[src/rtl/rpn_pkg.sv]
package rpn_pkg;

    // stack geometry
    localparam int STACK_DEPTH = 16;
    localparam int PTR_W       = $clog2(STACK_DEPTH);
    localparam int CNT_W       = $clog2(STACK_DEPTH + 1);

    // payload widths
    localparam int DATA_W      = 32;
    localparam int CMD_W       = 3;
    localparam int COUNT_OUT_W = 5;
    localparam int STATUS_W    = 3;
    localparam int FRAC_W      = 16;
    localparam int QUO_W       = DATA_W + FRAC_W;
    localparam int DIV_CNT_W   = $clog2(QUO_W + 1);

    localparam logic [DATA_W-1:0] Q_MAX = {1'b0, {(DATA_W-1){1'b1}}};
    localparam logic [DATA_W-1:0] Q_MIN = {1'b1, {(DATA_W-1){1'b0}}};

    // command codes
    localparam logic [CMD_W-1:0] CMD_PUSH = 3'd0;
    localparam logic [CMD_W-1:0] CMD_ADD  = 3'd1;
    localparam logic [CMD_W-1:0] CMD_SUB  = 3'd2;
    localparam logic [CMD_W-1:0] CMD_MUL  = 3'd3;
    localparam logic [CMD_W-1:0] CMD_DIV  = 3'd4;

    typedef enum logic [STATUS_W-1:0] {
        ST_OK        = 3'd0,
        ST_UNDERFLOW = 3'd1,
        ST_OVERFLOW  = 3'd2,
        ST_DIVZERO   = 3'd3,
        ST_SAT       = 3'd4
    } t_status;

    // microcode
    localparam int UPC_W = 5;

    typedef enum logic [1:0] {
        SQ_NEXT,
        SQ_JUMP,
        SQ_BRANCH,
        SQ_DONE
    } t_seq_op;

    typedef enum logic [1:0] {
        CND_FULL,
        CND_UNDER,
        CND_BZERO,
        CND_DBUSY
    } t_cond;

    typedef enum logic [3:0] {
        OP_NOP,
        OP_PUSH,
        OP_RD_A,
        OP_ADD,
        OP_SUB,
        OP_MUL1,
        OP_MUL2,
        OP_DIV_START,
        OP_DIV_FIN,
        OP_DIVZ,
        OP_WRITE
    } t_dp_op;

    typedef enum logic {
        SEQ_IDLE,
        SEQ_RUN
    } t_seq_state;

    typedef struct packed {
        t_seq_op          seq;
        t_cond            cond;
        logic [UPC_W-1:0] target;
        t_dp_op           op;
        t_status          st;
    } t_uword;

    typedef struct packed {
        logic    accept;
        t_dp_op  op;
        logic    done;
        t_status done_st;
    } t_dp_ctl;

    typedef struct packed {
        logic full;
        logic under;
        logic b_zero;
        logic div_busy;
    } t_dp_flags;

    // program labels
    localparam logic [UPC_W-1:0] U_PUSH    = 5'd0;
    localparam logic [UPC_W-1:0] U_OK      = 5'd2;
    localparam logic [UPC_W-1:0] U_OVF     = 5'd3;
    localparam logic [UPC_W-1:0] U_UNF     = 5'd4;
    localparam logic [UPC_W-1:0] U_ADD     = 5'd5;
    localparam logic [UPC_W-1:0] U_WR      = 5'd7;
    localparam logic [UPC_W-1:0] U_SUB     = 5'd8;
    localparam logic [UPC_W-1:0] U_MUL     = 5'd10;
    localparam logic [UPC_W-1:0] U_DIV     = 5'd13;
    localparam logic [UPC_W-1:0] U_DWAIT   = 5'd16;
    localparam logic [UPC_W-1:0] U_DZ      = 5'd18;
    localparam logic [UPC_W-1:0] U_NONE    = 5'd0;

    function automatic t_uword mk(t_seq_op s, t_cond c, logic [UPC_W-1:0] t,
                                  t_dp_op o, t_status st);
        t_uword w;
        w.seq    = s;
        w.cond   = c;
        w.target = t;
        w.op     = o;
        w.st     = st;
        return w;
    endfunction

    // control store
    function automatic t_uword urom(logic [UPC_W-1:0] a);
        t_uword w;
        case (a)
            5'd0:  w = mk(SQ_BRANCH, CND_FULL,  U_OVF,   OP_NOP,       ST_OK);
            5'd1:  w = mk(SQ_NEXT,   CND_FULL,  U_NONE,  OP_PUSH,      ST_OK);
            5'd2:  w = mk(SQ_DONE,   CND_FULL,  U_NONE,  OP_NOP,       ST_OK);
            5'd3:  w = mk(SQ_DONE,   CND_FULL,  U_NONE,  OP_NOP,       ST_OVERFLOW);
            5'd4:  w = mk(SQ_DONE,   CND_FULL,  U_NONE,  OP_NOP,       ST_UNDERFLOW);
            5'd5:  w = mk(SQ_BRANCH, CND_UNDER, U_UNF,   OP_RD_A,      ST_OK);
            5'd6:  w = mk(SQ_NEXT,   CND_FULL,  U_NONE,  OP_ADD,       ST_OK);
            5'd7:  w = mk(SQ_JUMP,   CND_FULL,  U_OK,    OP_WRITE,     ST_OK);
            5'd8:  w = mk(SQ_BRANCH, CND_UNDER, U_UNF,   OP_RD_A,      ST_OK);
            5'd9:  w = mk(SQ_JUMP,   CND_FULL,  U_WR,    OP_SUB,       ST_OK);
            5'd10: w = mk(SQ_BRANCH, CND_UNDER, U_UNF,   OP_RD_A,      ST_OK);
            5'd11: w = mk(SQ_NEXT,   CND_FULL,  U_NONE,  OP_MUL1,      ST_OK);
            5'd12: w = mk(SQ_JUMP,   CND_FULL,  U_WR,    OP_MUL2,      ST_OK);
            5'd13: w = mk(SQ_BRANCH, CND_UNDER, U_UNF,   OP_RD_A,      ST_OK);
            5'd14: w = mk(SQ_BRANCH, CND_BZERO, U_DZ,    OP_NOP,       ST_OK);
            5'd15: w = mk(SQ_NEXT,   CND_FULL,  U_NONE,  OP_DIV_START, ST_OK);
            5'd16: w = mk(SQ_BRANCH, CND_DBUSY, U_DWAIT, OP_NOP,       ST_OK);
            5'd17: w = mk(SQ_JUMP,   CND_FULL,  U_WR,    OP_DIV_FIN,   ST_OK);
            5'd18: w = mk(SQ_NEXT,   CND_FULL,  U_NONE,  OP_DIVZ,      ST_OK);
            5'd19: w = mk(SQ_NEXT,   CND_FULL,  U_NONE,  OP_WRITE,     ST_OK);
            5'd20: w = mk(SQ_DONE,   CND_FULL,  U_NONE,  OP_NOP,       ST_DIVZERO);
            default: w = mk(SQ_DONE, CND_FULL,  U_NONE,  OP_NOP,       ST_OK);
        endcase
        return w;
    endfunction

    // dispatch on command
    function automatic logic [UPC_W-1:0] entry(logic [CMD_W-1:0] c);
        logic [UPC_W-1:0] e;
        case (c)
            CMD_PUSH: e = U_PUSH;
            CMD_ADD:  e = U_ADD;
            CMD_SUB:  e = U_SUB;
            CMD_MUL:  e = U_MUL;
            CMD_DIV:  e = U_DIV;
            default:  e = U_OK;
        endcase
        return e;
    endfunction

endpackage

[src/rtl/rpn_div.sv]
module rpn_div import rpn_pkg::*; (
    input  logic                     i_clk,
    input  logic                     i_rst_n,
    input  logic                     i_start,
    input  logic signed [DATA_W-1:0] i_num,
    input  logic signed [DATA_W-1:0] i_den,
    output logic                     o_busy,
    output logic                     o_neg,
    output logic [QUO_W-1:0]         o_quot
);

    logic                 r_busy;
    logic [DIV_CNT_W-1:0] r_cnt;
    logic [DATA_W-1:0]    r_rem;
    logic [QUO_W-1:0]     r_quo;
    logic [DATA_W-1:0]    r_den;
    logic                 r_neg;

    logic [DATA_W-1:0]    num_mag;
    logic [DATA_W-1:0]    den_mag;
    logic [DATA_W:0]      shifted;
    logic [DATA_W+1:0]    diff;
    logic                 fits;
    logic [DATA_W-1:0]    n_rem;
    logic [QUO_W-1:0]     n_quo;

    assign num_mag = i_num[DATA_W-1] ? (~i_num + 1'b1) : i_num;
    assign den_mag = i_den[DATA_W-1] ? (~i_den + 1'b1) : i_den;

    // one restoring step a cycle
    always_comb begin
        shifted = {r_rem, r_quo[QUO_W-1]};
        diff    = {1'b0, shifted} - {2'b00, r_den};
        fits    = ~diff[DATA_W+1];
        n_rem   = fits ? diff[DATA_W-1:0] : shifted[DATA_W-1:0];
        n_quo   = {r_quo[QUO_W-2:0], fits};
    end

    always_ff @(posedge i_clk) begin
        if (!i_rst_n) begin
            r_busy <= 1'b0;
            r_cnt  <= '0;
        end else if (i_start) begin
            r_busy <= 1'b1;
            r_cnt  <= DIV_CNT_W'(QUO_W);
        end else if (r_busy) begin
            r_cnt <= r_cnt - 1'b1;
            if (r_cnt == DIV_CNT_W'(1)) begin
                r_busy <= 1'b0;
            end
        end
    end

    always_ff @(posedge i_clk) begin
        if (i_start) begin
            r_rem <= '0;
            r_quo <= {num_mag, {FRAC_W{1'b0}}};
            r_den <= den_mag;
            r_neg <= i_num[DATA_W-1] ^ i_den[DATA_W-1];
        end else if (r_busy) begin
            r_rem <= n_rem;
            r_quo <= n_quo;
        end
    end

    assign o_busy = r_busy;
    assign o_neg  = r_neg;
    assign o_quot = r_quo;

endmodule

[src/rtl/rpn_dp.sv]
module rpn_dp import rpn_pkg::*; (
    input  logic                          i_clk,
    input  logic                          i_rst_n,
    input  t_dp_ctl                       i_ctl,
    input  logic signed [DATA_W-1:0]      i_value,
    output t_dp_flags                     o_flags,
    output logic                          o_valid,
    output logic signed [DATA_W-1:0]      o_top_value,
    output logic [COUNT_OUT_W-1:0]        o_stack_count,
    output logic [STATUS_W-1:0]           o_status
);

    logic [DATA_W-1:0]       mem [STACK_DEPTH];

    logic [CNT_W-1:0]        r_count;
    logic [DATA_W-1:0]       r_top;
    logic [DATA_W-1:0]       r_val;
    logic [DATA_W-1:0]       r_rdata;
    logic [DATA_W-1:0]       r_res;
    logic                    r_sat;
    logic signed [2*DATA_W-1:0] r_prod;

    logic                    r_out_valid;
    logic [DATA_W-1:0]       r_out_top;
    logic [COUNT_OUT_W-1:0]  r_out_cnt;
    t_status                 r_out_st;

    logic [PTR_W-1:0]        below_ptr;
    logic [PTR_W-1:0]        push_ptr;
    logic                    mem_we;
    logic [PTR_W-1:0]        mem_waddr;
    logic [DATA_W-1:0]       mem_wdata;

    logic signed [DATA_W-1:0] op_a;
    logic signed [DATA_W-1:0] op_b;
    logic [DATA_W:0]         sum;
    logic [DATA_W:0]         dif;
    logic [QUO_W-1:0]        scaled;
    logic                    div_busy;
    logic                    div_neg;
    logic [QUO_W-1:0]        quot;

    logic [DATA_W-1:0]       n_res;
    logic                    n_sat;
    logic                    res_load;
    t_status                 done_st;

    assign below_ptr = PTR_W'(r_count - CNT_W'(2));
    assign push_ptr  = PTR_W'(r_count);
    assign op_a      = r_rdata;
    assign op_b      = r_top;

    rpn_div u_div (
        .i_clk   (i_clk),
        .i_rst_n (i_rst_n),
        .i_start (i_ctl.op == OP_DIV_START),
        .i_num   (op_a),
        .i_den   (op_b),
        .o_busy  (div_busy),
        .o_neg   (div_neg),
        .o_quot  (quot)
    );

    always_comb begin
        o_flags.full     = (r_count == CNT_W'(STACK_DEPTH));
        o_flags.under    = (r_count < CNT_W'(2));
        o_flags.b_zero   = (r_top == '0);
        o_flags.div_busy = div_busy;
    end

    // stack store
    always_comb begin
        mem_we    = 1'b0;
        mem_waddr = push_ptr;
        mem_wdata = r_val;
        if (i_ctl.op == OP_PUSH) begin
            mem_we = 1'b1;
        end else if (i_ctl.op == OP_WRITE) begin
            mem_we    = 1'b1;
            mem_waddr = below_ptr;
            mem_wdata = r_res;
        end
    end

    always_ff @(posedge i_clk) begin
        if (mem_we) begin
            mem[mem_waddr] <= mem_wdata;
        end
        if (i_ctl.op == OP_RD_A) begin
            r_rdata <= mem[below_ptr];
        end
    end

    // saturating arithmetic
    always_comb begin
        sum      = {op_a[DATA_W-1], op_a} + {op_b[DATA_W-1], op_b};
        dif      = {op_a[DATA_W-1], op_a} - {op_b[DATA_W-1], op_b};
        scaled   = r_prod[2*DATA_W-1:FRAC_W];
        n_res    = '0;
        n_sat    = 1'b0;
        res_load = 1'b1;
        unique case (i_ctl.op)
            OP_ADD: begin
                n_sat = sum[DATA_W] ^ sum[DATA_W-1];
                n_res = n_sat ? (sum[DATA_W] ? Q_MIN : Q_MAX) : sum[DATA_W-1:0];
            end
            OP_SUB: begin
                n_sat = dif[DATA_W] ^ dif[DATA_W-1];
                n_res = n_sat ? (dif[DATA_W] ? Q_MIN : Q_MAX) : dif[DATA_W-1:0];
            end
            OP_MUL2: begin
                if (!scaled[QUO_W-1] && (|scaled[QUO_W-2:DATA_W-1])) begin
                    n_sat = 1'b1;
                    n_res = Q_MAX;
                end else if (scaled[QUO_W-1] && !(&scaled[QUO_W-2:DATA_W-1])) begin
                    n_sat = 1'b1;
                    n_res = Q_MIN;
                end else begin
                    n_res = scaled[DATA_W-1:0];
                end
            end
            OP_DIV_FIN: begin
                if (!div_neg) begin
                    n_sat = |quot[QUO_W-1:DATA_W-1];
                    n_res = n_sat ? Q_MAX : quot[DATA_W-1:0];
                end else begin
                    n_sat = (|quot[QUO_W-1:DATA_W])
                          || (quot[DATA_W-1] && (|quot[DATA_W-2:0]));
                    n_res = n_sat ? Q_MIN : (~quot[DATA_W-1:0] + 1'b1);
                end
            end
            OP_DIVZ: begin
                n_res = op_a[DATA_W-1] ? Q_MIN : Q_MAX;
            end
            default: begin
                res_load = 1'b0;
            end
        endcase
    end

    always_ff @(posedge i_clk) begin
        if (i_ctl.accept) begin
            r_val <= i_value;
        end
        if (i_ctl.op == OP_MUL1) begin
            r_prod <= op_a * op_b;
        end
        if (res_load) begin
            r_res <= n_res;
        end
        if (i_ctl.op == OP_PUSH) begin
            r_top <= r_val;
        end else if (i_ctl.op == OP_WRITE) begin
            r_top <= r_res;
        end
    end

    always_ff @(posedge i_clk) begin
        if (!i_rst_n) begin
            r_count <= '0;
            r_sat   <= 1'b0;
        end else begin
            if (i_ctl.accept) begin
                r_sat <= 1'b0;
            end else if (res_load && n_sat) begin
                r_sat <= 1'b1;
            end
            if (i_ctl.op == OP_PUSH) begin
                r_count <= r_count + 1'b1;
            end else if (i_ctl.op == OP_WRITE) begin
                r_count <= r_count - 1'b1;
            end
        end
    end

    // result register
    assign done_st = (i_ctl.done_st == ST_OK && r_sat) ? ST_SAT : i_ctl.done_st;

    always_ff @(posedge i_clk) begin
        if (!i_rst_n) begin
            r_out_valid <= 1'b0;
        end else begin
            r_out_valid <= i_ctl.done;
        end
    end

    always_ff @(posedge i_clk) begin
        if (i_ctl.done) begin
            r_out_top <= (r_count != '0) ? r_top : '0;
            r_out_cnt <= COUNT_OUT_W'(r_count);
            r_out_st  <= done_st;
        end
    end

    assign o_valid       = r_out_valid;
    assign o_top_value   = r_out_top;
    assign o_stack_count = r_out_cnt;
    assign o_status      = r_out_st;

endmodule

[config.mk]
export PLATFORM = sky130hd
export DESIGN_NAME = rpn_dp
export DESIGN_NICKNAME = d
export VERILOG_FILES = /design/src/rtl/rpn_pkg.sv /design/src/rtl/rpn_div.sv /design/src/rtl/rpn_dp.sv
export SDC_FILE = /design/constraint.sdc
export NUM_CORES = 2
export LEC_CHECK = 0
export BUFFER_PORTS_ARGS = -buffer_cell sky130_fd_sc_hd__buf_4
export CORE_MARGIN = 4
export CORE_UTILIZATION = 40
export DETAILED_ROUTE_END_ITERATION = 6
export HOLD_SLACK_MARGIN = 0.03
export PLACE_DENSITY = 0.59
export SLEW_MARGIN = 15
export SYNTH_ARGS = -nofsm -noshare
export SYNTH_HDL_FRONTEND = slang
export SYNTH_SLANG_ARGS = --single-unit
[constraint.sdc]
create_clock -name i_clk -period 15.72 [get_ports i_clk]
set_input_delay 1.572 -clock i_clk [delete_from_list [all_inputs] [get_ports i_clk]]
set_output_delay 1.572 -clock i_clk [all_outputs]
set_load 0.01 [all_outputs]
==> metrics.md <==
| Metric | Value |
|---|---|
| CTS buffer count | `95` |
| Clock Tree Buf Depth | `3` |
| Final-stage net count | `between 8000 and 9000` |
| Largest net degree at the start of global routing | `102` |
| Clk root buf | `clkbuf_16` |
| DIE AREA | `195000 sq um` |
| Worst r2r src | `op_b[29]` |
| GRT Util Overall | `22.9%` |
| Most used DFF post-synth | `edfxtp_1` |
| Finished Core Util | `43.8%` |
| CP required | `between 15 and 20 ns` |
| DR pass1 iterations | `5` |
| Number of synthesis warnings | `0` |
| Crit path max-delay family | `adder cells` |
| Global routing usage on met1 | `30.8%` |
| GP Congestion | `0.921` |
| Final min period | `between 9 and 10 ns` |
| Fin Hold WS | `0.496 ns` |
| Filler cells | `17442` |
| Worst Max-Slew Pin Slew | `1.18 ns` |
| I/O Buffers | `87` |
| DRC | `0` |
| Crit end category | `register` |
| Hold Path Depth | `2` |
| Arr. time, crit path | `9.83 ns` |
| Worst-Skew Late Latency | `0.76 ns` |
| Wire per inst | `24.1 um` |
| Die Ht | `about 440 um` |
| Clock Sink Count | `855` |
| Crit-path slowest cell | `fa_1` |
| Max-cap viol count | `0` |
| Core Region | `188000 sq um` |
| Worst min path class | `register to register` |
| First-pass GRT wire length | `around 340 mm` |
| GRT busiest layer | `met2` |
| Status | `finished, final reports clean` |
| Crit path max fanout | `20` |
| I/O pins | `~90` |
| Vias | `49714` |
| Crit path buffers/inverters | `7` |
| Final setup viols | `0` |
| Clock-pin slew on the worst setup and hold paths | `about 0.06 ns` |
| Most used cell, CP | `fa_1` |
| Startpoint Class | `register` |
| Initial antenna violation count | `20` |
| Starting Density | `40.2%` |
| Top post-synthesis cells by area | `edfxtp_1 (32%), fa_1 (29%), inv_1 (5.6%)` |
| Register-to-Register Path Depth | `28` |
| Hold buffers post-CTS | `0` |
| Dpl hpwl | `158 mm` |
| Post-synth EDFFs | `~800` |
| Final Hold Vio Count | `0` |
| M3 GR Usage | `under 10%` |
| Syn Inst Count | `6691` |
| Met2 usage | `37.1%` |
| Vias per inst | `5.40` |
| Final period util | `between 50% and 60%` |
| # resized after CTS | `0` |
| Final antenna-violating net count | `0` |
| Maximum clock frequency | `106 MHz` |
| Yosys top cell by area | `edfxtp_1` |
| TritonCTS clock tree | `built` |
| Setup CP Type | `register to register` |
| Vias in the first global route | `52418` |
| Worst R2R Setup Slack | `6.32 ns` |
| Synth Register Bits | `855` |
| Post-Synthesis Cell Area | `75300 sq um` |
| Commonest non-fill, non-tap cell in the layout | `inv_1` |
| Post-synth ARST share | `0%` |
| Setup TNS | `0 ns` |
| Clock skew | `roughly 0.069 ns` |
| H-tree depth | `3` |
| Initial DRC count | `3974` |
| R2r endpoint | `r_prod[58]` |
| P&R area growth vs syn | `9.02%` |
| Slew headroom | `20.7%` |
| Layout cells sized above 1 | `around 9.2%` |
| Critical path's largest stage delay | `about 0.55 ns` |
| Setup crit start | `op_b[29]` |
| Most frequent cells in the layout | `inv_1 (1134), fa_1 (1085), edfxtp_1 (793)` |
| Drt total wl | `222 mm` |
| Postcts setup bufs | `0` |
| Syn nets | `approximately 8100` |
| Core Rows | `159` |
| Final Slew Violations | `0` |
| RSZ-0062 raised after global routing | `false` |
| Total grt overflow | `0` |
| Syn Area/Cell | `11.3 sq um` |
| Unique cell type count in the Yosys netlist | `82` |
| Critical Path Sink | `r_prod[58]` |
| Yosys top cell area share | `between 30% and 40%` |
| Die width | `between 400 and 500 um` |
| Critical path depth | `28` |
| Sequential-to-total area share from yosys stat | `33.3%` |
worst reg2reg max path: cells and delay by family (launching register included):
kind / cells / cell delay, ns
xor gates and xnor gates: 1 / 0.13
AOI/OAI and AO/OA: 5 / 1.46
adders and majority gates: 9 / 4.06
and+or+nand+nor: 6 / 1.71
DFF: 1 / 0.32
buffers and inverters: 7 / 1.42
metal layers:
metal  share of wire [%]  wire, um
met5              0.0041         9
met1                  41     90500
met2                  47    105000
met3                 7.7     17100
met4                 3.9      8730
synthesized netlist by cell type (10+ instances only):
cell      number
dfxtp_1       62
nand4_1       22
inv_1       1134
nor2b_1       24
o21bai_1      19
xnor2_1      142
nand2_1      709
o21a_1        22
xor2_1        71
ha_1         286
mux2i_1       27
buf_1         34
or4_1         11
o22ai_1       26
clkbuf_1     326
nand3_1       59
o21ai_1       12
a31oi_1       23
mux4_2       160
nand2b_1      34
o221ai_1      11
nor4_1        24
o211ai_1      22
edfxtp_1     793
nor2_1       308
a21oi_1      202
mux2_2        34
a21o_1        68
buf_2         19
and2_1       441
o21ai_0      161
a211oi_1      54
o41ai_1       10
nor3_1        59
o31ai_1       31
or2_2         12
or3_1         37
fa_1        1085
per-stage QoR:
stage                     cells  setup slack (ns)  instance area [sq um]
after floorplan            6691              7.24                  75300
after global placement     9023              6.20                  78900
after detailed placement   9023              6.14                  78900
after CTS                  9199              6.06                  82100
after global routing       9203              5.79                  82100
final                      9207              6.32                  82100
worst min path at each step:
| stage | startpoint | endpoint |
|---|---|---|
| final | u_div.r_cnt[1] | u_div.r_cnt[1] |
| after global routing | u_div.r_rem[29] | u_div.r_rem[29] |
| after CTS | u_div.r_cnt[1] | u_div.r_cnt[1] |
| after detailed placement | u_div.r_cnt[1] | u_div.r_cnt[1] |
| after global placement | u_div.r_cnt[1] | u_div.r_cnt[1] |
| after floorplan | r_count[3] | o_stack_count[3] |
state kept, by name, summed over array words and instances (netlist names):
signal         cells
op_b              32
u_div.o_busy       1
o_valid            1
o_stack_count      5
r_prod            48
u_div.o_neg        1
o_status           3
op_a              32
r_count            5
u_div.r_den       32
u_div.r_rem       32
mem              512
u_div.o_quot      48
u_div.r_cnt        6
o_top_value       32
r_sat              1
r_val             32
r_res             32
cell type report:
cell class / instances / area [sq um] / area share, %
timing repair buffer: 220 / 1670 / 2.04
sequential: 855 / 25100 / 30.5
tap: 2495 / 3120 / 3.80
antenna: 7 / 17.5 / 0.0213
clock inverter: 66 / 773 / 0.941
clock buffer: 110 / 2450 / 2.99
inverter: 1144 / 4290 / 5.23
multi-input combinational: 4310 / 44700 / 54.5
cells by family after synthesis:
group           after synthesis  synth area share, %
compound gates              726                 6.08
xor+xnor                    213                 2.48
fa+ha+maj                  1371                 33.6
buf+inv                    1526                 7.65
flops                       855                 33.3
mux                         221                 5.65
simple gates               1779                 11.3
Power is not shown: default switching activity piles up to over one toggle a cycle in this logic, so the estimate is an artifact.
