**src/rtl/rpn_pkg.sv**
```systemverilog
package rpn_pkg;

    // stack geometry
    localparam int STACK_DEPTH = 16;
    localparam int PTR_W       = $clog2(STACK_DEPTH);
    localparam int CNT_W       = $clog2(STACK_DEPTH + 1);

    // payload widths
    localparam int DATA_W      = 32;
    localparam int CMD_W       = 3;
    localparam int COUNT_OUT_W = 5;
    localparam int STATUS_W    = 3;
    localparam int FRAC_W      = 16;
    localparam int QUO_W       = DATA_W + FRAC_W;
    localparam int DIV_CNT_W   = $clog2(QUO_W + 1);

    localparam logic [DATA_W-1:0] Q_MAX = {1'b0, {(DATA_W-1){1'b1}}};
    localparam logic [DATA_W-1:0] Q_MIN = {1'b1, {(DATA_W-1){1'b0}}};

    // command codes
    localparam logic [CMD_W-1:0] CMD_PUSH = 3'd0;
    localparam logic [CMD_W-1:0] CMD_ADD  = 3'd1;
    localparam logic [CMD_W-1:0] CMD_SUB  = 3'd2;
    localparam logic [CMD_W-1:0] CMD_MUL  = 3'd3;
    localparam logic [CMD_W-1:0] CMD_DIV  = 3'd4;

    typedef enum logic [STATUS_W-1:0] {
        ST_OK        = 3'd0,
        ST_UNDERFLOW = 3'd1,
        ST_OVERFLOW  = 3'd2,
        ST_DIVZERO   = 3'd3,
        ST_SAT       = 3'd4
    } t_status;

    // microcode
    localparam int UPC_W = 5;

    typedef enum logic [1:0] {
        SQ_NEXT,
        SQ_JUMP,
        SQ_BRANCH,
        SQ_DONE
    } t_seq_op;

    typedef enum logic [1:0] {
        CND_FULL,
        CND_UNDER,
        CND_BZERO,
        CND_DBUSY
    } t_cond;

    typedef enum logic [3:0] {
        OP_NOP,
        OP_PUSH,
        OP_RD_A,
        OP_ADD,
        OP_SUB,
        OP_MUL1,
        OP_MUL2,
        OP_DIV_START,
        OP_DIV_FIN,
        OP_DIVZ,
        OP_WRITE
    } t_dp_op;

    typedef enum logic {
        SEQ_IDLE,
        SEQ_RUN
    } t_seq_state;

    typedef struct packed {
        t_seq_op          seq;
        t_cond            cond;
        logic [UPC_W-1:0] target;
        t_dp_op           op;
        t_status          st;
    } t_uword;

    typedef struct packed {
        logic    accept;
        t_dp_op  op;
        logic    done;
        t_status done_st;
    } t_dp_ctl;

    typedef struct packed {
        logic full;
        logic under;
        logic b_zero;
        logic div_busy;
    } t_dp_flags;

    // program labels
    localparam logic [UPC_W-1:0] U_PUSH    = 5'd0;
    localparam logic [UPC_W-1:0] U_OK      = 5'd2;
    localparam logic [UPC_W-1:0] U_OVF     = 5'd3;
    localparam logic [UPC_W-1:0] U_UNF     = 5'd4;
    localparam logic [UPC_W-1:0] U_ADD     = 5'd5;
    localparam logic [UPC_W-1:0] U_WR      = 5'd7;
    localparam logic [UPC_W-1:0] U_SUB     = 5'd8;
    localparam logic [UPC_W-1:0] U_MUL     = 5'd10;
    localparam logic [UPC_W-1:0] U_DIV     = 5'd13;
    localparam logic [UPC_W-1:0] U_DWAIT   = 5'd16;
    localparam logic [UPC_W-1:0] U_DZ      = 5'd18;
    localparam logic [UPC_W-1:0] U_NONE    = 5'd0;

    function automatic t_uword mk(t_seq_op s, t_cond c, logic [UPC_W-1:0] t,
                                  t_dp_op o, t_status st);
        t_uword w;
        w.seq    = s;
        w.cond   = c;
        w.target = t;
        w.op     = o;
        w.st     = st;
        return w;
    endfunction

    // control store
    function automatic t_uword urom(logic [UPC_W-1:0] a);
        t_uword w;
        case (a)
            5'd0:  w = mk(SQ_BRANCH, CND_FULL,  U_OVF,   OP_NOP,       ST_OK);
            5'd1:  w = mk(SQ_NEXT,   CND_FULL,  U_NONE,  OP_PUSH,      ST_OK);
            5'd2:  w = mk(SQ_DONE,   CND_FULL,  U_NONE,  OP_NOP,       ST_OK);
            5'd3:  w = mk(SQ_DONE,   CND_FULL,  U_NONE,  OP_NOP,       ST_OVERFLOW);
            5'd4:  w = mk(SQ_DONE,   CND_FULL,  U_NONE,  OP_NOP,       ST_UNDERFLOW);
            5'd5:  w = mk(SQ_BRANCH, CND_UNDER, U_UNF,   OP_RD_A,      ST_OK);
            5'd6:  w = mk(SQ_NEXT,   CND_FULL,  U_NONE,  OP_ADD,       ST_OK);
            5'd7:  w = mk(SQ_JUMP,   CND_FULL,  U_OK,    OP_WRITE,     ST_OK);
            5'd8:  w = mk(SQ_BRANCH, CND_UNDER, U_UNF,   OP_RD_A,      ST_OK);
            5'd9:  w = mk(SQ_JUMP,   CND_FULL,  U_WR,    OP_SUB,       ST_OK);
            5'd10: w = mk(SQ_BRANCH, CND_UNDER, U_UNF,   OP_RD_A,      ST_OK);
            5'd11: w = mk(SQ_NEXT,   CND_FULL,  U_NONE,  OP_MUL1,      ST_OK);
            5'd12: w = mk(SQ_JUMP,   CND_FULL,  U_WR,    OP_MUL2,      ST_OK);
            5'd13: w = mk(SQ_BRANCH, CND_UNDER, U_UNF,   OP_RD_A,      ST_OK);
            5'd14: w = mk(SQ_BRANCH, CND_BZERO, U_DZ,    OP_NOP,       ST_OK);
            5'd15: w = mk(SQ_NEXT,   CND_FULL,  U_NONE,  OP_DIV_START, ST_OK);
            5'd16: w = mk(SQ_BRANCH, CND_DBUSY, U_DWAIT, OP_NOP,       ST_OK);
            5'd17: w = mk(SQ_JUMP,   CND_FULL,  U_WR,    OP_DIV_FIN,   ST_OK);
            5'd18: w = mk(SQ_NEXT,   CND_FULL,  U_NONE,  OP_DIVZ,      ST_OK);
            5'd19: w = mk(SQ_NEXT,   CND_FULL,  U_NONE,  OP_WRITE,     ST_OK);
            5'd20: w = mk(SQ_DONE,   CND_FULL,  U_NONE,  OP_NOP,       ST_DIVZERO);
            default: w = mk(SQ_DONE, CND_FULL,  U_NONE,  OP_NOP,       ST_OK);
        endcase
        return w;
    endfunction

    // dispatch on command
    function automatic logic [UPC_W-1:0] entry(logic [CMD_W-1:0] c);
        logic [UPC_W-1:0] e;
        case (c)
            CMD_PUSH: e = U_PUSH;
            CMD_ADD:  e = U_ADD;
            CMD_SUB:  e = U_SUB;
            CMD_MUL:  e = U_MUL;
            CMD_DIV:  e = U_DIV;
            default:  e = U_OK;
        endcase
        return e;
    endfunction

endpackage

```
**src/rtl/rpn_seq.sv**
```systemverilog
module rpn_seq import rpn_pkg::*; (
    input  logic             i_clk,
    input  logic             i_rst_n,
    input  logic             i_start,
    input  logic [CMD_W-1:0] i_cmd,
    input  t_dp_flags        i_flags,
    output logic             o_busy,
    output t_dp_ctl          o_ctl
);

    t_seq_state       r_state;
    t_seq_state       n_state;
    logic [UPC_W-1:0] r_upc;
    logic [UPC_W-1:0] n_upc;
    t_uword           uw;
    logic             cond_hit;

    assign uw = urom(r_upc);

    always_comb begin
        unique case (uw.cond)
            CND_FULL:  cond_hit = i_flags.full;
            CND_UNDER: cond_hit = i_flags.under;
            CND_BZERO: cond_hit = i_flags.b_zero;
            CND_DBUSY: cond_hit = i_flags.div_busy;
        endcase
    end

    // next state and step counter
    always_comb begin
        n_state = r_state;
        n_upc   = r_upc;
        unique case (r_state)
            SEQ_IDLE: begin
                if (i_start) begin
                    n_state = SEQ_RUN;
                    n_upc   = entry(i_cmd);
                end
            end
            SEQ_RUN: begin
                unique case (uw.seq)
                    SQ_NEXT:   n_upc = r_upc + 1'b1;
                    SQ_JUMP:   n_upc = uw.target;
                    SQ_BRANCH: n_upc = cond_hit ? uw.target : r_upc + 1'b1;
                    SQ_DONE:   n_state = SEQ_IDLE;
                endcase
            end
        endcase
    end

    // control word out
    always_comb begin
        o_busy         = (r_state == SEQ_RUN);
        o_ctl.accept   = (r_state == SEQ_IDLE) && i_start;
        o_ctl.op       = (r_state == SEQ_RUN) ? uw.op : OP_NOP;
        o_ctl.done     = (r_state == SEQ_RUN) && (uw.seq == SQ_DONE);
        o_ctl.done_st  = uw.st;
    end

    always_ff @(posedge i_clk) begin
        if (!i_rst_n) begin
            r_state <= SEQ_IDLE;
            r_upc   <= '0;
        end else begin
            r_state <= n_state;
            r_upc   <= n_upc;
        end
    end

endmodule

```
**config.mk**
```make
export PLATFORM = sky130hd
export DESIGN_NAME = rpn_seq
export DESIGN_NICKNAME = d
export VERILOG_FILES = /design/src/rtl/rpn_pkg.sv /design/src/rtl/rpn_seq.sv
export SDC_FILE = /design/constraint.sdc
export NUM_CORES = 1
export LEC_CHECK = 0
export ABC_CLOCK_PERIOD_IN_PS = 3600
export BUFFER_PORTS_ARGS = -buffer_cell sky130_fd_sc_hd__buf_2
export CAP_MARGIN = 20
export CORE_MARGIN = 2
export CORE_UTILIZATION = 55
export CTS_CLUSTER_DIAMETER = 150
export DETAILED_ROUTE_END_ITERATION = 10
export PLACE_DENSITY_LB_ADDON = 0.05
export SLEW_MARGIN = 20
export SYNTH_ARGS = -nofsm -noshare
export SYNTH_HDL_FRONTEND = slang
export SYNTH_SLANG_ARGS = --single-unit
export TNS_END_PERCENT = 1
```
**constraint.sdc**
```tcl
create_clock -name i_clk -period 3.6 [get_ports i_clk]
set_clock_uncertainty 0.2 [all_clocks]
set_input_delay 0.18 -clock i_clk [delete_from_list [all_inputs] [get_ports i_clk]]
set_output_delay 0.18 -clock i_clk [all_outputs]
set_load 0.05 [all_outputs]
```
==> results of run 1 <==
-- power breakdown --
part           total [uW]  internal [uW]  switching [uW]
combinational         595            231             364
clock                 109           41.5            67.4
sequential            289            260            29.3
total                 993            532             461
-- per-stage QoR --
step	util [%]	instances	setup slack (ps)	area, sq um
6_report	62.8	206	299	1530
5_1_grt	62.8	206	9.39	1530
4_1_cts	62.7	206	270	1530
3_5_place_dp	61.2	201	286	1490
3_3_place_gp	61.2	201	372	1490
2_1_floorplan	-	157	7.86	1380
-- synthesized netlist by cell type, drive strengths merged, types with 3 or more instances --
cell | instances | share of area (%)
dfxtp | 19 | 28
a21oi | 7 | 2.5
a32o | 4 | 2.9
buf | 4 | 2.0
mux2i | 3 | 2.2
inv | 13 | 3.5
nor3 | 5 | 1.8
o21ai | 4 | 1.5
nand3 | 7 | 2.5
ha | 11 | 10
o211ai | 3 | 1.6
clkbuf | 3 | 0.82
nor2 | 10 | 2.7
o22ai | 3 | 2.3
a221o | 3 | 2.2
and2 | 9 | 4.1
nand2 | 10 | 2.9
-- cell type report --
class,count,area (sq um)
fill,223,905
clock inverter,1,5.00
sequential,19,380
multi-input combinational,118,911
tap,30,37.5
inverter,13,48.8
clock buffer,3,22.5
timing repair buffer,22,123
-- worst max-delay path, cell delays in order (launching register included) --
cell       delay (ps)
dfxtp_1           380
inv_1              70
ha_1              350
and3b_1           200
a221o_1           390
a221oi_1          310
a21oi_1           100
and2_1            260
ha_1              320
and2_1            190
a2111oi_4         310
a221oi_1          100
-- worst max-delay path by stage --
| stage | start | end | slack [ps] |
|---|---|---|---|
| after floorplan | o_busy$_SDFF_PN0_ | uw[12]$_DFF_P_ | 8 |
| after global placement | uw[14]$_DFF_P_ | uw[12]$_DFF_P_ | 370 |
| after detailed placement | uw[14]$_DFF_P_ | uw[12]$_DFF_P_ | 290 |
| after CTS | uw[14]$_DFF_P_ | uw[12]$_DFF_P_ | 270 |
| after global routing | uw[14]$_DFF_P_ | uw[12]$_DFF_P_ | 9 |
| final | uw[14]$_DFF_P_ | uw[14]$_DFF_P_ | 300 |
-- routing by layer --
layer | track usage (%) | up-vias | share of wire [%]
met5 | 0 | - | 0
li1 | - | 610 | -
met4 | 5.42 | 0 | 0.77
met3 | 1.67 | 2 | 4.5
met2 | 42.5 | 36 | 51
met1 | 28.1 | 616 | 44
-- layout by cell type (no fill, tap or decap), types with 3 or more instances in the layout --
| cell | count |
|---|---|
| nand3_1 | 7 |
| nor2_1 | 10 |
| inv_1 | 11 |
| nor3_1 | 5 |
| o211ai_1 | 3 |
| mux2i_1 | 3 |
| nand2_1 | 9 |
| a221o_1 | 3 |
| buf_2 | 18 |
| ha_1 | 10 |
| o21ai_0 | 4 |
| dfxtp_1 | 19 |
| a32o_1 | 4 |
| and2_1 | 9 |
| buf_4 | 3 |
| a21oi_1 | 7 |
| clkbuf_4 | 3 |
-- registers in the layout, summed over array words and instances, names as in the netlist --
name / flops
uw: 13
o_busy: 1
r_upc: 5
-- cells by family (layout without fill, tap and decap cells) --
logic type      Yosys count  count (layout)  share of synthesized area (%)
fa+ha+maj                12              12                           10.7
simple gates             54              54                           22.4
flops                    19              19                           27.6
compound gates           44              44                           27.5
buf+inv                  20              39                           6.36
mux                       5               5                           3.82
xor+xnor                  2               2                           1.27
other cells               1               1                          0.272
-- what timing repair did --
action,CTS,global route
hold endpoints to repair,1,0
setup endpoints to repair,0,1
gates resized for setup,0,1
hold buffers,1,0
==> out/qor.yml, run 1 <==
worst_hold_path:
  holdPathStages: 2
  whs_endpoint: "r_upc[1]$_SDFFE_PN0P_"
  hold_class: "input pin to flip-flop"
  hold_start: "i_rst_n"
synthesis:
  synth-edff-count: 0
  async_flop_share_pct: 0
  synthCells: 157
  synth_flop_cell: "dfxtp_1"
  avgSynthCellArea_sq_um: 8.77
  synth_area_sq_um: 1380
  ys_ff_latch: 19
  synth_seq_area_share_pct: 27.6
  yosysWarningCount: 0
  synth_nets: 178
  synth_cell_types: 51
timing:
  holdWs_ps: 30.7
  setup_tns_ps: 0
  hold_viol: 0
  setup-violations-final: 0
  fmax_ghz: 0.303
  period_share_pct: 91.7
  fin_crit_ps: 3300
  finalMaxSlewViolations: 0
  grt_setup_unrepaired: "no"
clock_network:
  post_cts_buffers: 0
  cts_made_buffers: 3
  cts_tree: "built"
  path_clk_slew_ps: 110
  numClockSinks: 19
  cts_buffer_depth: 2
  clock-root-buffer: "clkbuf_4"
  clock_latency_ps: 300
  htree_num_levels: 1
layout:
  layout-drive-gt1-share_pct: 24.4
  layout.nets: 198
  area_delta_synth_final_pct: 11.0
  diodes: 0
placed_design:
  gp_congestion: 0.907
  io_buffer_count: 18
  dpl.hpwl_mm: 2.56
power:
  cellPowerDensity_nw_per_um2: 650
  static-leakage-power_uw: 0.000683
  power.total_uw: 993
  ir_worst_vdd_mv: 0.428
route:
  vias_per_cell: 6.14
  finalWirelength_mm: 3.26
  antenna_left: 0
  drt_iter0_markers: 32
  routedWlPerCell_um: 15.8
  num_vias: 1264
  route.detailed.drc: 0
  first_pass_iters: 4
setup_path:
  criticalPathCategory: "flip-flop to flip-flop"
  r2r-end: "uw[14]$_DFF_P_"
  r2r-start: "uw[14]$_DFF_P_"
  start_kind: "flip-flop"
  required_ps: 3570
  cp-end-kind: "flip-flop"
  crit_fanout: 6
  reg2reg_slack_ps: 300
  cp_data_arrival_time_ps: 3280
  reg2reg_depth: 11
global_route:
  grt_pass1_vias: 1060
  grtUsageTotal_pct: 22.8
  grt_max_degree: 19
  overflow: 0
  grt_pass1_wl_mm: 4.81
  antenna_found_initial: 0
floorplan:
  io-pin-count: 20
  die_h_um: 54.0
  rows: 18
  core_sq_um: 2430
  die_area_sq_um: 2920
  die_width_um: 54.0
  start_util_pct: 56.6
flow_run:
  cap_violations: 0
status:
  outcome: "finished, final reports clean"
Note: power is estimated with default switching activity, not from simulation.
==> run 2: changes to the inputs <==
--- a/config.mk
+++ b/config.mk
@@ -7,9 +7,9 @@
 export LEC_CHECK = 0
 export ABC_CLOCK_PERIOD_IN_PS = 3600
 export BUFFER_PORTS_ARGS = -buffer_cell sky130_fd_sc_hd__buf_2
-export CAP_MARGIN = 20
+export CAP_MARGIN = 40
 export CORE_MARGIN = 2
-export CORE_UTILIZATION = 55
+export CORE_UTILIZATION = 40
 export CTS_CLUSTER_DIAMETER = 150
 export DETAILED_ROUTE_END_ITERATION = 10
 export PLACE_DENSITY_LB_ADDON = 0.05
==> run 2 against run 1 <==
Non-clock buffer count is the same. Clock power barely moved. Final area up 1.9%. Core utilization decreased by 16 points. Setup slack lost 70 ps. Fmax fell by 2.1%. Critical path depth rose by 1. Sequential cell count unchanged. Critical endpoint is now uw[12]$_DFF_P_.
==> out/qor.yml, run 2 (same netlist as run 1, synthesis figures left out) <==
setup_path:
  cp-end-kind: "flip-flop"
  r2r-start: "uw[14]$_DFF_P_"
  crit_slowest_cell: "a221o_1"
  critPathMaxStageDelay_ps: 400  # about the same
  reg2reg_depth: 12  # +1
  crit_path_end: "uw[12]$_DFF_P_"
  crit_fanout: 7  # +1
  criticalPathCategory: "flip-flop to flip-flop"
  crit_chain: "inv_1 > ha_1 > and3b_1 > a221o_1 > a221oi_1 > a21oi_1 > and2_1 > inv_1 > ha_2 > inv_1 > o31ai_2 > a32o_1"
  path_buf_inv: 3  # +2
  crit_top_cell: "inv_1"
  reg2reg_slack_ps: 230  # -70 ps
  crit_family: "compound AO/OA/AOI/OAI gates"
  crit_cells: 12  # +1
  r2r-end: "uw[12]$_DFF_P_"
  cp_data_arrival_time_ps: 3410  # +130 ps
  startpoint: "uw[14]$_DFF_P_"
  start_kind: "flip-flop"
  required_ps: 3640  # +70 ps
floorplan:
  start_util_pct: 41.6  # -15 points
  io-pin-count: 20  # unchanged
  die_area_sq_um: 3930  # +35%
  rows: 21  # +3
  die_h_um: 62.7  # +16%
  die_width_um: 62.7  # +16%
  core_sq_um: 3310  # +36%
placed_design:
  io_buffer_count: 18  # unchanged
  dpl.hpwl_mm: 2.70  # +5.4%
  gp_congestion: 0.899  # -0.89%
  dpl_worst_slack_ps: 226  # -59.4 ps
  place_area_sq_um: 1510  # +1.3%
route:
  drt_iter0_markers: 74  # +130%
  vias_per_cell: 5.63  # -8.2%
  route.detailed.drc: 0  # unchanged
  first_pass_iters: 4  # unchanged
  num_vias: 1250  # -1.1%
  routedWlPerCell_um: 15.4  # -2.6%
  finalWirelength_mm: 3.42  # +5.0%
  antenna_left: 0  # unchanged
clock_network:
  numClockSinks: 19  # unchanged
  clock_latency_ps: 310  # about the same
  post_cts_buffers: 0  # unchanged
  htree_num_levels: 1  # unchanged
  clock-root-buffer: "clkbuf_4"
  path_clk_slew_ps: 120  # about the same
  cts_buffer_depth: 2  # unchanged
  cts_made_buffers: 3  # unchanged
  cts_tree: "built"
power:
  cellPowerDensity_nw_per_um2: 642  # -1.3%
  static-leakage-power_uw: 0.000683  # +0.10%
  ir_worst_vdd_mv: 0.203  # -53%
  power.total_uw: 999  # +0.53%
timing:
  timing.final.ws_setup_ps: 229  # -69.6 ps
  period_share_pct: 93.6  # +1.9 points
  setup_tns_ps: 0  # unchanged
  hold_viol: 0  # unchanged
  grt_setup_unrepaired: "no"
  fmax_ghz: 0.297  # -2.1%
  finalMaxSlewViolations: 0  # unchanged
  setup-violations-final: 0  # unchanged
  fin_crit_ps: 3370  # +69.6 ps
layout:
  diodes: 0  # unchanged
  area_delta_synth_final_pct: 13.1
  layout.nets: 198  # unchanged
  most-common-layout-cells: "dfxtp_1, buf_2, inv_1"
  multi_input_area_sq_um: 920  # +0.96%
  largest_register_ffs: 13  # unchanged
  fill_cells: 344  # +54%
  final_common_cell: "dfxtp_1"
  register_area_sq_um: 380  # unchanged
  final_area_sq_um: 1560  # +1.9%
  layout-drive-gt1-share_pct: 26.1  # +1.7 points
worst_hold_path:
  hold_class: "input pin to flip-flop"
global_route:
  grt_max_degree: 19  # unchanged
  grt_pass1_vias: 1291  # +22%
  overflow: 0  # unchanged
  grt_pass1_wl_mm: 6.04  # +26%
  grtUsageTotal_pct: 19.2  # -3.6 points
  antenna_found_initial: 0  # unchanged
status:
  outcome: "finished, final reports clean"
flow_run:
  cap_violations: 0  # unchanged
## run 2: cell types whose count changed in the layout (fill, tap and decap cells not counted)
cell,delta
a21o_1,-1
a21o_2,+1
nor2_1,-1
nor2_2,+1
o31ai_1,-1
o31ai_2,+1
## run 2: metal layers
layer	global-route usage, %	up-vias	wire length, um
met1	21.6	595	1380
met3	2.70	7	154
li1	-	606	-
met2	36.3	42	1820
met4	7.22	0	66
met5	0	-	0
## run 2: worst min-delay path by stage
| stage | from | endpoint | depth (start not counted) |
|---|---|---|---|
| final | i_rst_n | r_upc[1]$_SDFFE_PN0P_ | 2 |
| after global placement | i_start | o_busy$_SDFF_PN0_ | 3 |
| after CTS | i_rst_n | r_upc[1]$_SDFFE_PN0P_ | 2 |
| after detailed placement | i_start | o_busy$_SDFF_PN0_ | 3 |
| after floorplan | i_rst_n | r_upc[0]$_SDFFE_PN0P_ | 2 |
| after global routing | i_rst_n | r_upc[1]$_SDFFE_PN0P_ | 2 |
## run 2: report_power, final
| group | internal (uW) | total (uW) | switching, uW |
|---|---|---|---|
| Clock | 41.5 | 108 | 66.6 |
| Sequential | 260 | 292 | 31.6 |
| Combinational | 232 | 599 | 367 |
| Total | 533 | 999 | 465 |
## run 2: stage by stage
| stage | std cells | util [%] | hold slack (ps) |
|---|---|---|---|
| after CTS | 222 | 46.7 | 31.5 |
| final | 222 | 47.0 | 37.8 |
| after floorplan | 157 | - | 156 |
| after detailed placement | 217 | 45.5 | 313 |
| after global routing | 222 | 47.0 | 33.4 |
| after global placement | 217 | 45.5 | 299 |
## run 2: repair_timing
action	CTS	global route
gates resized for setup	0	4
endpoints found under the hold margin	1	0
hold buffers	1	0
setup endpoints to repair	0	1
## run 2: layout make-up
cell class / count / area share, %
Inverter: 13 / 3.14
Timing Repair Buffer: 22 / 7.88
Tap cell: 46 / 3.70
Multi-Input combinational cell: 118 / 59.1
Sequential cell: 19 / 24.4
Clock buffer: 3 / 1.45
Clock inverter: 1 / 0.322
## run 2: worst register-to-register path, cell delays in order, from the launching register on
cell and delay, ps:
dfxtp_1 380, inv_1 80, ha_1 350, and3b_1 200, a221o_1 400, a221oi_1 330
a21oi_1 100, and2_1 260, inv_1 150, ha_2 250, inv_1 150, o31ai_2 270
a32o_1 200
==> run 3: changes to the inputs <==
--- a/config.mk
+++ b/config.mk
@@ -9,7 +9,7 @@
 export BUFFER_PORTS_ARGS = -buffer_cell sky130_fd_sc_hd__buf_2
 export CAP_MARGIN = 40
 export CORE_MARGIN = 2
-export CORE_UTILIZATION = 40
+export CORE_UTILIZATION = 50
 export CTS_CLUSTER_DIAMETER = 150
 export DETAILED_ROUTE_END_ITERATION = 10
 export PLACE_DENSITY_LB_ADDON = 0.05
==> run 3 against run 2 <==
Register-to-register slack better by 60 ps. First-iteration DRC count is 8.1% lower. Critical endpoint unchanged. Sequential share of layout area is 0.58 points higher. Final area is 2.3% lower. Sequential cell count stayed put. Highest routed layer unchanged. Critical path depth stayed put. Core utilization is 9.6 points higher.
==> out/qor.yml, run 3 (same netlist as run 1, synthesis figures left out) <==
placed_design:
  place_area_sq_um: 1490  # -1.2%
  io_buffer_count: 18  # unchanged
  dpl.hpwl_mm: 2.66  # -1.7%
  gp_congestion: 0.960  # +6.7%
route:
  drt_iter0_markers: 68  # -8.1%
  first_pass_iters: 4  # unchanged
  antenna_left: 0  # unchanged
  vias_per_cell: 6.05  # +7.5%
  routedWlPerCell_um: 15.9  # +3.5%
  route.detailed.drc: 0  # unchanged
  finalWirelength_mm: 3.28  # -4.0%
  num_vias: 1247  # -0.24%
layout:
  multi_input_area_sq_um: 912  # -0.82%
  diodes: 0  # unchanged
  layout.nets: 197  # -0.51%
  final_common_cell: "dfxtp_1"
  layout-drive-gt1-share_pct: 25.1  # -0.99 points
  largest_register_ffs: 13  # unchanged
  fill_cells: 254  # -26%
  final_area_sq_um: 1520  # -2.3%
  register_area_sq_um: 380  # unchanged
  most-common-layout-cells: "dfxtp_1, buf_2, inv_1"
  area_delta_synth_final_pct: 10.5
worst_hold_path:
  holdPathStages: 3  # +1
  whs_endpoint: "o_busy$_SDFF_PN0_"
  hold_start: "i_start"
  hold_class: "input pin to flip-flop"
global_route:
  overflow: 0  # unchanged
  grt_pass1_wl_mm: 5.60  # -7.3%
  grtUsageTotal_pct: 22.3  # +3.1 points
  grt_max_degree: 19  # unchanged
  grt_pass1_vias: 1240  # -4.0%
  antenna_found_initial: 0  # unchanged
setup_path:
  reg2reg_slack_ps: 280  # +60 ps
  crit_fanout: 6  # -1
  start_kind: "flip-flop"
  r2r-end: "uw[12]$_DFF_P_"
  cp_data_arrival_time_ps: 3290  # -120 ps
  r2r-start: "uw[14]$_DFF_P_"
  required_ps: 3580  # -60 ps
  crit_top_cell: "ha_1"
  reg2reg_depth: 12  # unchanged
  critPathMaxStageDelay_ps: 400  # about the same
  criticalPathCategory: "flip-flop to flip-flop"
  crit_chain: "inv_1 > ha_1 > and3b_1 > a221o_1 > a221oi_1 > a21oi_1 > and2_1 > ha_1 > nor2_1 > nand3b_1 > o31ai_1 > a32o_1"
  cp-end-kind: "flip-flop"
  crit_slowest_cell: "a221o_1"
floorplan:
  die_width_um: 56.5  # -9.9%
  die_area_sq_um: 3190  # -19%
  core_sq_um: 2690  # -19%
  io-pin-count: 20  # unchanged
  die_h_um: 56.5  # -9.9%
  start_util_pct: 51.2  # +9.7 points
  rows: 19  # -9.5%
clock_network:
  cts_hold_buf: 0  # -1
  cts_made_buffers: 3  # unchanged
  post_cts_resized: 0  # unchanged
  clock-root-buffer: "clkbuf_4"
  numClockSinks: 19  # unchanged
  cts_tree: "built"
  clock_latency_ps: 300  # about the same
  cts_buffer_depth: 2  # unchanged
  post_cts_buffers: 0  # unchanged
  path_clk_slew_ps: 110  # about the same
  htree_num_levels: 1  # unchanged
timing:
  hold_viol: 0  # unchanged
  setup_tns_ps: 0  # unchanged
  setup-violations-final: 0  # unchanged
  fin_crit_ps: 3320  # -55.7 ps
  grt_setup_unrepaired: "no"
  period_share_pct: 92.1  # -1.5 points
  finalMaxSlewViolations: 0  # unchanged
  fmax_ghz: 0.302  # +1.7%
flow_run:
  cap_violations: 0  # unchanged
status:
  outcome: "finished, final reports clean"
power:
  ir_worst_vdd_mv: 0.446  # +120%
  cellPowerDensity_nw_per_um2: 647  # +0.77%
  static-leakage-power_uw: 0.000677  # -0.93%
[run 3: cell count changes in the layout (fill, tap and decap cells not counted)]
| cell | previous run | this run |
|---|---|---|
| dlygate4sd3_1 | 1 | 0 |
| nor2_1 | 9 | 10 |
| nor2_2 | 1 | 0 |
| o31ai_1 | 0 | 1 |
| o31ai_2 | 1 | 0 |
[run 3: how the worst max path moves through the flow]
stage | startpoint | endpoint | slack, ps | depth (start not counted)
finish | uw[14]$_DFF_P_ | uw[12]$_DFF_P_ | 280 | 12
global route | uw[14]$_DFF_P_ | uw[12]$_DFF_P_ | 30 | 12
global placement | uw[14]$_DFF_P_ | uw[12]$_DFF_P_ | 340 | 12
detailed placement | uw[14]$_DFF_P_ | uw[12]$_DFF_P_ | 280 | 12
CTS | uw[14]$_DFF_P_ | uw[12]$_DFF_P_ | 250 | 12
floorplan | o_busy$_SDFF_PN0_ | uw[12]$_DFF_P_ | 8 | 11
[run 3: worst max-delay path: cells and delay by family, from the launching register on]
family                     cells  cell delay, ps
AOI/OAI and AO/OA              5            1130
and+or+nand+nor                4             800
adders and majority gates      2             650
DFF                            1             370
buffers and inverters          1              70
[run 3: per-layer routing]
metal	routed length (um)	track usage, %	vias to the layer above
met5	0	0	-
li1	-	-	608
met1	1450	26.8	589
met3	137	3.46	10
met2	1590	38.5	40
met4	112	10.5	0
[run 3: final cells by class]
type	count	share of cell area, %
timing repair buffer	21	7.41
clock buffer	3	1.48
sequential	19	25.0
clock inverter	1	0.329
tap	31	2.55
multi-input combinational	118	60.0
inverter	13	3.21
[run 3: power breakdown]
group	internal (uW)	switching, uW
registers	260	27.3
clock network	41.3	60.9
logic	230	363
[run 3: per-stage QoR]
| stage | instances | setup WS [ps] | hold WS [ps] | util [%] | power, uW |
|---|---|---|---|---|---|
| final | 206 | 285 | 32.5 | 56.6 | 983 |
| after CTS | 206 | 250 | 27.8 | 56.5 | 982 |
| after global placement | 202 | 340 | 308 | 55.4 | 872 |
| after floorplan | 157 | 7.86 | 156 | - | 748 |
| after global routing | 206 | 26.9 | 51.2 | 56.6 | 1070 |
| after detailed placement | 202 | 278 | 334 | 55.4 | 875 |
